File: src/design/tdsm_pkg.sv
`default_nettype none
package tdsm_pkg;

  typedef enum logic [1:0] {
    OP_TICK = 2'd0,
    OP_CMD  = 2'd1,
    OP_DATA = 2'd2,
    OP_READ = 2'd3
  } op_t;

  localparam int SEND_BITS_DEFAULT = 8;

  localparam logic [3:0] PHASE_CLK_FALL  = 4'd7;
  localparam logic [3:0] PHASE_SAMPLE    = 4'd11;
  localparam logic [3:0] PHASE_LAST      = 4'd15;
  localparam logic [3:0] FRAME_SELECT    = 4'd0;
  localparam logic [3:0] FRAME_CLEAR     = 4'd1;
  localparam logic [3:0] FRAME_FIRST_BIT = 4'd2;
  localparam logic [3:0] FRAME_LAST_BIT  = 4'd9;
  localparam logic [3:0] FRAME_LAST      = 4'd11;

  typedef struct packed {
    logic start;
    logic tick;
    logic din;
  } read_ctrl_t;

  typedef struct packed {
    logic       active;
    logic       adc_clock;
    logic       adc_select_n;
    logic [7:0] sample;
  } read_status_t;

endpackage
`default_nettype wire

File: src/design/tdsm_in_if.sv
`default_nettype none
interface tdsm_in_if;
  logic       valid;
  logic       ready;
  logic [1:0] operation;
  logic [7:0] byte_value;
  logic       adc_data_in;

  modport source (output valid, operation, byte_value, adc_data_in, input ready);
  modport sink (input valid, operation, byte_value, adc_data_in, output ready);
endinterface
`default_nettype wire

File: src/design/tdsm_out_if.sv
`default_nettype none
interface tdsm_out_if;
  logic       valid;
  logic       ready;
  logic       lcd_clock;
  logic       lcd_data;
  logic       lcd_select_n;
  logic       lcd_is_data;
  logic       activity_led;
  logic       adc_clock;
  logic       adc_select_n;
  logic [7:0] adc_result;
  logic       send_busy;
  logic       read_busy;
  logic       start_rejected;

  modport source (
    output valid, lcd_clock, lcd_data, lcd_select_n, lcd_is_data, activity_led,
           adc_clock, adc_select_n, adc_result, send_busy, read_busy, start_rejected,
    input  ready
  );
  modport sink (
    input  valid, lcd_clock, lcd_data, lcd_select_n, lcd_is_data, activity_led,
           adc_clock, adc_select_n, adc_result, send_busy, read_busy, start_rejected,
    output ready
  );
endinterface
`default_nettype wire

File: src/design/tdsm_read_engine.sv
`default_nettype none
module tdsm_read_engine
  import tdsm_pkg::*;
(
  input  wire logic         clk,
  input  wire logic         rst,
  input  wire read_ctrl_t   ctrl,
  output read_status_t      status
);

  logic [3:0] tick_phase, tick_phase_next;
  logic [3:0] frame_bit, frame_bit_next;
  logic [7:0] sample, sample_next;
  logic       active, active_next;
  logic       adc_clock, adc_clock_next;
  logic       adc_select_n, adc_select_n_next;
  logic [2:0] bit_index;

  assign bit_index = 3'(FRAME_LAST_BIT - frame_bit);

  always_comb begin
    tick_phase_next   = tick_phase;
    frame_bit_next    = frame_bit;
    sample_next       = sample;
    active_next       = active;
    adc_clock_next    = adc_clock;
    adc_select_n_next = adc_select_n;
    if (ctrl.start) begin
      tick_phase_next = '0;
      frame_bit_next  = '0;
      active_next     = 1'b1;
    end else if (ctrl.tick) begin
      if (tick_phase == PHASE_CLK_FALL) begin
        adc_clock_next = 1'b0;
      end else if (tick_phase == PHASE_SAMPLE) begin
        if (frame_bit == FRAME_CLEAR) begin
          sample_next = '0;
        end else if (frame_bit >= FRAME_FIRST_BIT && frame_bit <= FRAME_LAST_BIT) begin
          sample_next[bit_index] = sample[bit_index] | ctrl.din;
        end
      end else if (tick_phase == PHASE_LAST) begin
        adc_clock_next = 1'b1;
        if (frame_bit == FRAME_SELECT) begin
          adc_select_n_next = 1'b0;
        end else if (frame_bit == FRAME_LAST) begin
          adc_select_n_next = 1'b1;
          active_next       = 1'b0;
        end
        frame_bit_next = (frame_bit >= FRAME_LAST) ? '0 : frame_bit + 4'd1;
      end
      tick_phase_next = (tick_phase == PHASE_LAST) ? '0 : tick_phase + 4'd1;
    end
  end

  always_ff @(posedge clk) begin
    if (rst) begin
      tick_phase   <= '0;
      frame_bit    <= '0;
      sample       <= '0;
      active       <= 1'b0;
      adc_clock    <= 1'b1;
      adc_select_n <= 1'b1;
    end else begin
      tick_phase   <= tick_phase_next;
      frame_bit    <= frame_bit_next;
      sample       <= sample_next;
      active       <= active_next;
      adc_clock    <= adc_clock_next;
      adc_select_n <= adc_select_n_next;
    end
  end

  assign status.active       = active;
  assign status.adc_clock    = adc_clock;
  assign status.adc_select_n = adc_select_n;
  assign status.sample       = sample;

endmodule
`default_nettype wire

File: src/design/tick_driven_serial_master.sv
// A result beat is registered and appears the cycle after its input beat is accepted.
// Throughput: one beat per cycle unless results stall; single result register stage.
// Input ready stays high while the result register is empty or being drained.
// Reset is synchronous: counters and busy flags clear, clocks, data and selects go high,
// and the LED and command/data line go low.
`default_nettype none
module tick_driven_serial_master
  import tdsm_pkg::*;
#(
  parameter int SEND_BITS = SEND_BITS_DEFAULT
) (
  input  wire logic  clk,
  input  wire logic  rst,
  tdsm_in_if.sink    items,
  tdsm_out_if.source results
);

  localparam int SENT_W = $clog2(SEND_BITS + 1);

  logic              accept;
  op_t               op;
  logic [7:0]        shift_byte, shift_byte_next;
  logic [SENT_W-1:0] sent_bits, sent_bits_next;
  logic              send_active, send_active_next;
  logic              lcd_clock, lcd_clock_next;
  logic              lcd_data, lcd_data_next;
  logic              lcd_select_n, lcd_select_n_next;
  logic              lcd_is_data, lcd_is_data_next;
  logic              activity_led, activity_led_next;
  logic              rejected, rejected_next;
  logic              out_valid;
  read_ctrl_t        read_ctrl;
  read_status_t      read_status;

  assign items.ready = !out_valid || results.ready;
  assign accept      = items.valid && items.ready;
  assign op          = op_t'(items.operation);

  always_comb begin
    shift_byte_next   = shift_byte;
    sent_bits_next    = sent_bits;
    send_active_next  = send_active;
    lcd_clock_next    = lcd_clock;
    lcd_data_next     = lcd_data;
    lcd_select_n_next = lcd_select_n;
    lcd_is_data_next  = lcd_is_data;
    activity_led_next = activity_led;
    rejected_next     = 1'b0;
    read_ctrl.start   = 1'b0;
    read_ctrl.tick    = 1'b0;
    read_ctrl.din     = items.adc_data_in;
    unique case (op)
      OP_CMD, OP_DATA: begin
        if (send_active) begin
          rejected_next = 1'b1;
        end else begin
          lcd_select_n_next = 1'b0;
          lcd_is_data_next  = (op == OP_DATA);
          shift_byte_next   = items.byte_value;
          sent_bits_next    = '0;
          send_active_next  = 1'b1;
        end
      end
      OP_READ: begin
        if (read_status.active) begin
          rejected_next = 1'b1;
        end else begin
          read_ctrl.start = 1'b1;
        end
      end
      OP_TICK: begin
        if (send_active) begin
          if (sent_bits < SENT_W'(SEND_BITS)) begin
            lcd_clock_next    = !lcd_clock;
            activity_led_next = !activity_led;
            if (lcd_clock) begin
              lcd_data_next = shift_byte[7];
            end else begin
              shift_byte_next = {shift_byte[6:0], 1'b0};
              sent_bits_next  = sent_bits + SENT_W'(1);
            end
          end else begin
            sent_bits_next    = '0;
            send_active_next  = 1'b0;
            activity_led_next = 1'b0;
            lcd_select_n_next = 1'b1;
          end
        end else begin
          read_ctrl.tick = read_status.active;
        end
      end
      default: ;
    endcase
    if (!accept) begin
      read_ctrl.start = 1'b0;
      read_ctrl.tick  = 1'b0;
    end
  end

  tdsm_read_engine u_read (
    .clk    (clk),
    .rst    (rst),
    .ctrl   (read_ctrl),
    .status (read_status)
  );

  always_ff @(posedge clk) begin
    if (rst) begin
      shift_byte   <= '0;
      sent_bits    <= '0;
      send_active  <= 1'b0;
      lcd_clock    <= 1'b1;
      lcd_data     <= 1'b1;
      lcd_select_n <= 1'b1;
      lcd_is_data  <= 1'b0;
      activity_led <= 1'b0;
      rejected     <= 1'b0;
      out_valid    <= 1'b0;
    end else begin
      if (accept) begin
        shift_byte   <= shift_byte_next;
        sent_bits    <= sent_bits_next;
        send_active  <= send_active_next;
        lcd_clock    <= lcd_clock_next;
        lcd_data     <= lcd_data_next;
        lcd_select_n <= lcd_select_n_next;
        lcd_is_data  <= lcd_is_data_next;
        activity_led <= activity_led_next;
        rejected     <= rejected_next;
        out_valid    <= 1'b1;
      end else if (results.ready) begin
        out_valid <= 1'b0;
      end
    end
  end

  assign results.valid          = out_valid;
  assign results.lcd_clock      = lcd_clock;
  assign results.lcd_data       = lcd_data;
  assign results.lcd_select_n   = lcd_select_n;
  assign results.lcd_is_data    = lcd_is_data;
  assign results.activity_led   = activity_led;
  assign results.adc_clock      = read_status.adc_clock;
  assign results.adc_select_n   = read_status.adc_select_n;
  assign results.adc_result     = read_status.sample;
  assign results.send_busy      = send_active;
  assign results.read_busy      = read_status.active;
  assign results.start_rejected = rejected;

endmodule
`default_nettype wire

File: src/flat_wrapper.sv
// flat-port wrapper written by rule: the top's interface ports become plain ports
module tick_driven_serial_master_flat import tdsm_pkg::*;
#(
  parameter int SEND_BITS = SEND_BITS_DEFAULT
)
  (clk, rst, items_valid, items_operation, items_byte_value, items_adc_data_in, items_ready, results_valid, results_lcd_clock, results_lcd_data, results_lcd_select_n, results_lcd_is_data, results_activity_led, results_adc_clock, results_adc_select_n, results_adc_result, results_send_busy, results_read_busy, results_start_rejected, results_ready);
  tdsm_in_if items_i ();
  tdsm_out_if results_i ();
  input  wire logic clk;
  input  wire logic rst;
  input wire logic [$bits(items_i.valid)-1:0] items_valid;
  input wire logic [$bits(items_i.operation)-1:0] items_operation;
  input wire logic [$bits(items_i.byte_value)-1:0] items_byte_value;
  input wire logic [$bits(items_i.adc_data_in)-1:0] items_adc_data_in;
  output wire logic [$bits(items_i.ready)-1:0] items_ready;
  output wire logic [$bits(results_i.valid)-1:0] results_valid;
  output wire logic [$bits(results_i.lcd_clock)-1:0] results_lcd_clock;
  output wire logic [$bits(results_i.lcd_data)-1:0] results_lcd_data;
  output wire logic [$bits(results_i.lcd_select_n)-1:0] results_lcd_select_n;
  output wire logic [$bits(results_i.lcd_is_data)-1:0] results_lcd_is_data;
  output wire logic [$bits(results_i.activity_led)-1:0] results_activity_led;
  output wire logic [$bits(results_i.adc_clock)-1:0] results_adc_clock;
  output wire logic [$bits(results_i.adc_select_n)-1:0] results_adc_select_n;
  output wire logic [$bits(results_i.adc_result)-1:0] results_adc_result;
  output wire logic [$bits(results_i.send_busy)-1:0] results_send_busy;
  output wire logic [$bits(results_i.read_busy)-1:0] results_read_busy;
  output wire logic [$bits(results_i.start_rejected)-1:0] results_start_rejected;
  input wire logic [$bits(results_i.ready)-1:0] results_ready;
  assign items_i.valid = items_valid;
  assign items_i.operation = items_operation;
  assign items_i.byte_value = items_byte_value;
  assign items_i.adc_data_in = items_adc_data_in;
  assign items_ready = items_i.ready;
  assign results_valid = results_i.valid;
  assign results_lcd_clock = results_i.lcd_clock;
  assign results_lcd_data = results_i.lcd_data;
  assign results_lcd_select_n = results_i.lcd_select_n;
  assign results_lcd_is_data = results_i.lcd_is_data;
  assign results_activity_led = results_i.activity_led;
  assign results_adc_clock = results_i.adc_clock;
  assign results_adc_select_n = results_i.adc_select_n;
  assign results_adc_result = results_i.adc_result;
  assign results_send_busy = results_i.send_busy;
  assign results_read_busy = results_i.read_busy;
  assign results_start_rejected = results_i.start_rejected;
  assign results_i.ready = results_ready;
  tick_driven_serial_master #(.SEND_BITS(SEND_BITS)) u_core (.clk(clk), .rst(rst), .items(items_i), .results(results_i));
endmodule
File: config.mk
export PLATFORM = sky130hd
export DESIGN_NAME = tick_driven_serial_master_flat
export DESIGN_NICKNAME = d
export VERILOG_FILES = /design/src/design/tdsm_pkg.sv /design/src/design/tdsm_in_if.sv /design/src/design/tdsm_out_if.sv /design/src/design/tdsm_read_engine.sv /design/src/design/tick_driven_serial_master.sv /design/src/flat_wrapper.sv
export SDC_FILE = /design/constraint.sdc
export NUM_CORES = 1
export LEC_CHECK = 0
export ABC_AREA = 1
export BUFFER_PORTS_ARGS = -buffer_cell sky130_fd_sc_hd__buf_2
export CAP_MARGIN = 20
export CELL_PAD_IN_SITES_DETAIL_PLACEMENT = 1
export CELL_PAD_IN_SITES_GLOBAL_PLACEMENT = 2
export CORE_MARGIN = 2
export CORE_UTILIZATION = 34
export DETAILED_ROUTE_END_ITERATION = 10
export PLACE_DENSITY_LB_ADDON = 0.1
export SLEW_MARGIN = 20
export SYNTH_ARGS = -nofsm -noshare
export SYNTH_HDL_FRONTEND = slang
export SYNTH_SLANG_ARGS = --single-unit
File: constraint.sdc
create_clock -name clk -period 3.1 [get_ports clk]
set_clock_uncertainty 0.1 [all_clocks]
set_input_delay 0.155 -clock clk [delete_from_list [all_inputs] [get_ports clk]]
set_output_delay 0.155 -clock clk [all_outputs]
set_load 0.005 [all_outputs]
---- Yosys cells after proc, flatten, opt, wreduce, memory -nomap -nowiden ----
Cells that the tools add are included.
storage, ports and cells
  memory bits (writable) .................. 0
  bits in latches ......................... 0
  memory bits (read-only) ................. 0
  memories kept ........................... 0
  output and inout port bits .............. 20
  bits of input ports ..................... 15
  logic and storage cells ................. 130
  register bits after elaboration ......... 39
cells by class
  add/sub/neg operators ................... 4
  magnitude comparators ................... 6
  eq/ne operators ......................... 18
  multiplexer cells ....................... 49
  shift operators ......................... 0
  multiply operators ...................... 0
  reductions and logical operators ........ 32
  divide/modulo/power cells ............... 0
  bitwise gates (word level) .............. 5
operators by type and width
  cell                                                 count
  two-way mux 8 bit                                    6
  two-way mux 1 bit                                    28
  two-way mux 4 bit                                    6
  AND reduction 5 bit                                  4
  AND reduction 6 bit                                  3
  one-hot mux 8 bit (2 select lines)                   1
  nonzero test 2 bit                                   8
  adder 4 x 1 -> 4 bit, second input constant          3
  == test 4 bit, second input constant                 3
  AND reduction 4 bit                                  3
  != test 2 x 1 -> 1 bit, second input constant        5
  bitwise mux 8 bit                                    1
  != test 2 bit, second input constant                 4
  one-hot mux 4 bit (2 select lines)                   1
  one-hot mux 1 bit (2 select lines)                   3
  AND reduction 3 bit                                  2
  == test 2 bit, second input constant                 2
  == test 4 x 1 -> 1 bit, second input constant        1
  == test 4 x 3 -> 1 bit, second input constant        1
  >= comparator 4 x 2 -> 1 bit, second input constant  1
  >= comparator 4 bit, second input constant           1
  <= comparator 4 bit, second input constant           1
  zero test 4 bit                                      1
  < comparator 3 x 4 -> 1 bit, second input constant   1
  16 further kinds                                     24

---- Longest topological paths before layout ----
  depth in word-level cells ............... 8
  depth in mapped cells ................... 12
  mapped depth without buffers ............ 10

---- Modules after synthesis ----
From an unflattened synthesis, not the netlist that was laid out.
second synthesis, totals
  cell total of the unflattened synthesis .. 343
  area total of the unflattened synthesis .. 2363.5 µm²
modules (own cells, without submodules)
  module                     area each (µm²)  times used  cells each  seq. area each (µm²)
  tdsm_read_engine           1222.4           1           178         380.4
  tick_driven_serial_master  1141.1           1           165         400.4

---- Worst setup path after synthesis ----
OpenSTA, ideal clock, no wires.
  path kind ............................... reg2reg
  start point ............................. reg u_core.u_read.frame_bit[0]
  end point ............................... reg u_core.u_read.sample[0]
  buffers on the path ..................... 2
  cell stages (with the launch flop) ...... 13
  required time ........................... 2.887 ns
  clock period less this slack ............ 1.679 ns
  library setup time ...................... 0.113 ns
  path slack .............................. 1.421 ns
  arrival ................................. 1.466 ns
  cell sequence ........................... dfxtp_1 > buf_4 > inv_2 > buf_6 > ha_1 > o21ai_0 > nand2_1 > nand2_1 > nand2_1 > nand3b_1 > nand2_1 > nand2_1 > nor2_1
between the ends
  word-level cells in the longest chain between the ends .. 8
  elaborated cells between the ends (all ways) .. 18
  classes of those cells .................. add/sub (1); order compare (4); eq/ne (1); mux (7); bitwise (1); reduce/logical (4)
ends and longest elaborated chain
  element                                                                                                   line                    text
  start: declaration                                                                                        tdsm_read_engine.sv:12  logic [3:0] frame_bit, frame_bit_next;
  start signal: assignment                                                                                  tdsm_read_engine.sv:65  frame_bit <= frame_bit_next;
  subtractor 1 x 3 -> 3 bit                                                                                 tdsm_read_engine.sv:19  assign bit_index = 3'(FRAME_LAST_BIT - frame_bit);
  < comparator 3 x 4 -> 1 bit (not written as such) / >= comparator 3 x 1 -> 1 bit (equally long branches)  tdsm_read_engine.sv:39  sample_next[bit_index] = sample[bit_index] | ctrl.din;
  logical AND 1 bit (not written as such)                                                                   tdsm_read_engine.sv:39
  two-way mux 1 bit (not written as such)                                                                   tdsm_read_engine.sv:39
  demux 1 bit (select 3 bit)                                                                                tdsm_read_engine.sv:39
  bitwise mux 8 bit                                                                                         tdsm_read_engine.sv:39
  two-way mux 8 bit                                                                                         tdsm_read_engine.sv:38  end else if (frame_bit >= FRAME_FIRST_BIT && frame_bit <= FRAME_LAST_BIT) begin
  two-way mux 8 bit                                                                                         tdsm_read_engine.sv:36  if (frame_bit == FRAME_CLEAR) begin
  end signal: assignment                                                                                    tdsm_read_engine.sv:66  sample <= sample_next;
  end: declaration                                                                                          tdsm_read_engine.sv:13  logic [7:0] sample, sample_next;
Several ways; a longest one is shown, not always the timed one. The select of a mux whose other input is x is not followed.
A chain may end at the register's enable or synchronous reset.

---- Final worst setup path ----
  start point ............................. reg u_core.u_read.frame_bit[1]
  end point ............................... reg u_core.u_read.sample[1]
The elaborated chain is that of the path after synthesis.

==> flow_summary.toml <==
[floorplanning]
fp.dieW_um = 85
die_height_um = 85
ioPinCount = 35
initial_core_util = 0.3513
fp.dieArea_um2 = 7225
num_rows = 29
core_region_area_um2 = 6350

[logic_synthesis]
average_cell_area_after_synthesis_um2 = 7.150
ys_types = 32
synthesized_nets = 343
synth_compound_gate_area_share = 0.1200
synth-simple-area-share = 0.3539
post_synth_xor_area_fraction = 0
synth-adder-area-share = 0.08974
yosysWarningCount = 0
mappedNetlistArea_um2 = 2231
synth_top_family_by_area = "simple AND/OR/NAND/NOR gates"
muxShareOfSynthArea = 0
seq_area_frac_synth = 0.3500
ys_seq_elements = 39
cell_count_after_synthesis = 312

[grt]
antenna_found_initial = 0
grt_remaining_overflow = 0
global_route_wire_length_before_repair_um = 9936
grt_pass1_vias = 2170
track_usage = 0.1706
grt_max_degree = 16

[setup_path]
worst-setup-path-type = "flip-flop to flip-flop"
required_ps = 3210
path_max_fanout = 9
crit_path_start_kind = "flip-flop"
arrival_time_of_data_at_the_critical_path_endpoint_ps = 2020
setup.worst_path.end_class = "flip-flop"

[pwr]
power_frac_seq = 0.528
power.static_leakage_nw = 1.201
power.combinational.fraction = 0.107
ir_drop_v = 0.0002235
swShare = 0.2878
power_frac_clock = 0.366
powerDensity_nw_per_um2 = 392.9
power_switching_mw = 0.2885
intPower_mw = 0.7139

[final_layout]
layout-area-overhead-vs-synth_pct = 14.36
multi_input_area_um2 = 1257
n_antenna_cell = 0
layout_common_cells = "sky130_fd_sc_hd__nand2_1, sky130_fd_sc_hd__dfxtp_1, sky130_fd_sc_hd__buf_2"
final-seq-area_um2 = 780.7
layout.cells.non_filler = 426
final_design_area_no_fill_um2 = 2551
fillCellCount = 820
layout-drive-gt1-share = 0.1920
mostFrequentLayoutCell = "sky130_fd_sc_hd__nand2_1"
design.final.nets = 379

[clock_network]
cts.reportedPaths.clkPinSlew_ps = 90
cts-hold-fix-buffers = 0
cts_sinks = 39
cts_tree = "built"
cts_max_level = 2
cts.path.max_buffers = 2
worstSkewPairLatency_ps = 310
cts_buffers = 5
post_cts_resize_count = 0
cell_at_the_root_of_the_clock_tree = "sky130_fd_sc_hd__clkbuf_8"
number_of_setup_buffers_added_after_cts = 0

[placement]
routabilityCongestion = 0.7699
total_of_buffers_placed_on_input_and_output_ports = 34
placed_cell_area_um2 = 2462
hpwlAfterDp_um = 4377
dp.cells = 418
detailedPlace.worstSlack_ps = 1038

[sta]
max_slew_margin = 0.7147
pins_over_their_slew_limit = 0
setup_tns_ps = 0
fin_ws_ps = 1188
period_share = 0.6169
rsz0062_at_grt = "false"
report.final.setup_viol = 0
finalWorstPathRequiredPeriod_ps = 1912
maxClockFrequency_mhz = 522.9
finalHoldViolCount = 0
tightestPinTransition_ps = 428.0

[outcome]
run_status = "complete, no violations"

[detailed_routing]
detailroute.via_count = 2127
drc_errors = 0
totalWireLength_um = 5785
drt_first_pass_iters = 4
number_of_routed_nets_with_antenna_violations = 0
post_drt_wl_per_cell_um = 13.58
drt_iter0_drcs = 51
vias_per_cell = 4.993

[job]
cap_violations = 0

[min_path]
holdCritPathClass = "primary input to flip-flop"
## per-stage QoR
step | util | hold WS (ps) | power (mW)
final | 0.4018 | 29.38 | 1.002
after floorplan | - | 219.5 | 0.6124
after CTS | 0.4018 | 23.31 | 1.018
after global routing | 0.4018 | 51.99 | 1.046
after detailed placement | 0.3878 | 348.9 | 0.6502
after global placement | 0.3878 | 343.9 | 0.6482
## state kept, by name, summed over array words and instances (netlist names)
register / cells
u_core.u_read.frame_bit: 4
u_core.results.lcd_data: 1
u_core.u_read.active: 1
u_core.u_read.tick_phase: 4
u_core.results.start_rejected: 1
u_core.shift_byte: 8
u_core.results.lcd_is_data: 1
u_core.results.send_busy: 1
u_core.results.valid: 1
u_core.sent_bits: 4
u_core.u_read.adc_clock: 1
u_core.results.activity_led: 1
u_core.results.lcd_select_n: 1
u_core.results.lcd_clock: 1
u_core.u_read.sample: 8
u_core.u_read.adc_select_n: 1
## final timing paths
kind	end	from	depth (start not counted)	slack, ps
setup / recovery	u_core.u_read.sample[1]$_SDFFE_PP0P_	u_core.u_read.frame_bit[1]$_SDFFE_PP0P_	10	1190
hold / removal	u_core.shift_byte[0]$_SDFFE_PP0P_	items_byte_value[0]	3	30
setup reg to reg	u_core.u_read.sample[1]$_SDFFE_PP0P_	u_core.u_read.frame_bit[1]$_SDFFE_PP0P_	10	1190
hold reg to reg	u_core.results.lcd_is_data$_SDFFE_PP0P_	u_core.results.lcd_is_data$_SDFFE_PP0P_	2	350
## final cells by class
class | count | area share
clock buffer | 5 | 0.02697
clock inverter | 3 | 0.007847
inverter | 38 | 0.05591
multi-input combinational | 228 | 0.4929
sequential | 39 | 0.3060
tap | 77 | 0.03776
timing repair buffer | 36 | 0.07258
## cells by family (layout without fill, tap and decap cells)
family | count (synthesis) | after routing
adder cells (fa/ha/maj) | 16 | 16
buffers and inverters | 45 | 82
AO/OA/AOI/OAI | 41 | 41
AND/OR/NAND/NOR | 171 | 171
flip-flops | 39 | 39
## power by group through the flow
| stage | Sequential (mW) | Clock (mW) | Combinational [mW] |
|---|---|---|---|
| final | 0.529 | 0.366 | 0.107 |
| after global placement | 0.541 | 0 | 0.107 |
| after CTS | 0.529 | 0.379 | 0.110 |
| after detailed placement | 0.541 | 0 | 0.109 |
| after floorplan | 0.539 | 0 | 0.0731 |
| after global routing | 0.531 | 0.392 | 0.123 |
## cells in the mapped netlist
| cell type | number | area [um^2] |
|---|---|---|
| sky130_fd_sc_hd__nand3_2 | 1 | 10.01 |
| sky130_fd_sc_hd__clkbuf_1 | 2 | 7.510 |
| sky130_fd_sc_hd__dfxtp_1 | 39 | 780.8 |
| sky130_fd_sc_hd__nor2_2 | 4 | 25.02 |
| sky130_fd_sc_hd__o21bai_1 | 2 | 15.01 |
| sky130_fd_sc_hd__clkinv_1 | 2 | 7.510 |
| sky130_fd_sc_hd__o22ai_1 | 2 | 12.51 |
| sky130_fd_sc_hd__nand3b_2 | 1 | 11.26 |
| sky130_fd_sc_hd__buf_4 | 2 | 15.01 |
| sky130_fd_sc_hd__inv_1 | 28 | 105.1 |
| sky130_fd_sc_hd__inv_2 | 8 | 30.03 |
| sky130_fd_sc_hd__o21ai_1 | 1 | 5.000 |
| sky130_fd_sc_hd__o211a_1 | 7 | 70.07 |
| sky130_fd_sc_hd__nand3_1 | 30 | 150.1 |
| sky130_fd_sc_hd__nand2_2 | 4 | 25.02 |
| sky130_fd_sc_hd__nand4_1 | 5 | 31.28 |
| sky130_fd_sc_hd__a22oi_1 | 1 | 7.510 |
| sky130_fd_sc_hd__ha_1 | 16 | 200.2 |
| sky130_fd_sc_hd__o2111ai_1 | 1 | 8.760 |
| sky130_fd_sc_hd__nor2_1 | 29 | 108.9 |
| sky130_fd_sc_hd__nand3b_1 | 9 | 67.56 |
| sky130_fd_sc_hd__buf_2 | 1 | 5.000 |
| sky130_fd_sc_hd__nor2_4 | 3 | 33.78 |
| sky130_fd_sc_hd__buf_6 | 2 | 22.52 |
| sky130_fd_sc_hd__a21oi_4 | 1 | 16.27 |
| sky130_fd_sc_hd__or2_2 | 1 | 6.260 |
| sky130_fd_sc_hd__a211oi_1 | 1 | 7.510 |
| sky130_fd_sc_hd__or2_0 | 1 | 6.260 |
| sky130_fd_sc_hd__nand2_1 | 81 | 304.0 |
| sky130_fd_sc_hd__nor3_1 | 2 | 10.01 |
| sky130_fd_sc_hd__a21oi_1 | 16 | 80.08 |
| sky130_fd_sc_hd__o21ai_0 | 9 | 45.04 |
## routing by layer
| layer | part of all wire | track usage | vias to the layer above |
|---|---|---|---|
| li1 | - | - | 1087 |
| met1 | 0.45 | 0.2079 | 1001 |
| met2 | 0.49 | 0.2869 | 31 |
| met3 | 0.036 | 0.04086 | 8 |
| met4 | 0.020 | 0.07215 | 0 |
| met5 | 0 | 0 | - |
## critical path, cell delays in order (launching register included)
cell and delay [ps]:
sky130_fd_sc_hd__dfxtp_1 490, sky130_fd_sc_hd__inv_1 220, sky130_fd_sc_hd__ha_1 240, sky130_fd_sc_hd__o21ai_0 140, sky130_fd_sc_hd__nand2_1 60, sky130_fd_sc_hd__nand2_1 60, sky130_fd_sc_hd__nand2_1 160, sky130_fd_sc_hd__nand3b_1 190
sky130_fd_sc_hd__nand2_1 60, sky130_fd_sc_hd__nand2_1 50, sky130_fd_sc_hd__nor2_1 40
No activity file was read; power rests on OpenSTA's default activity.
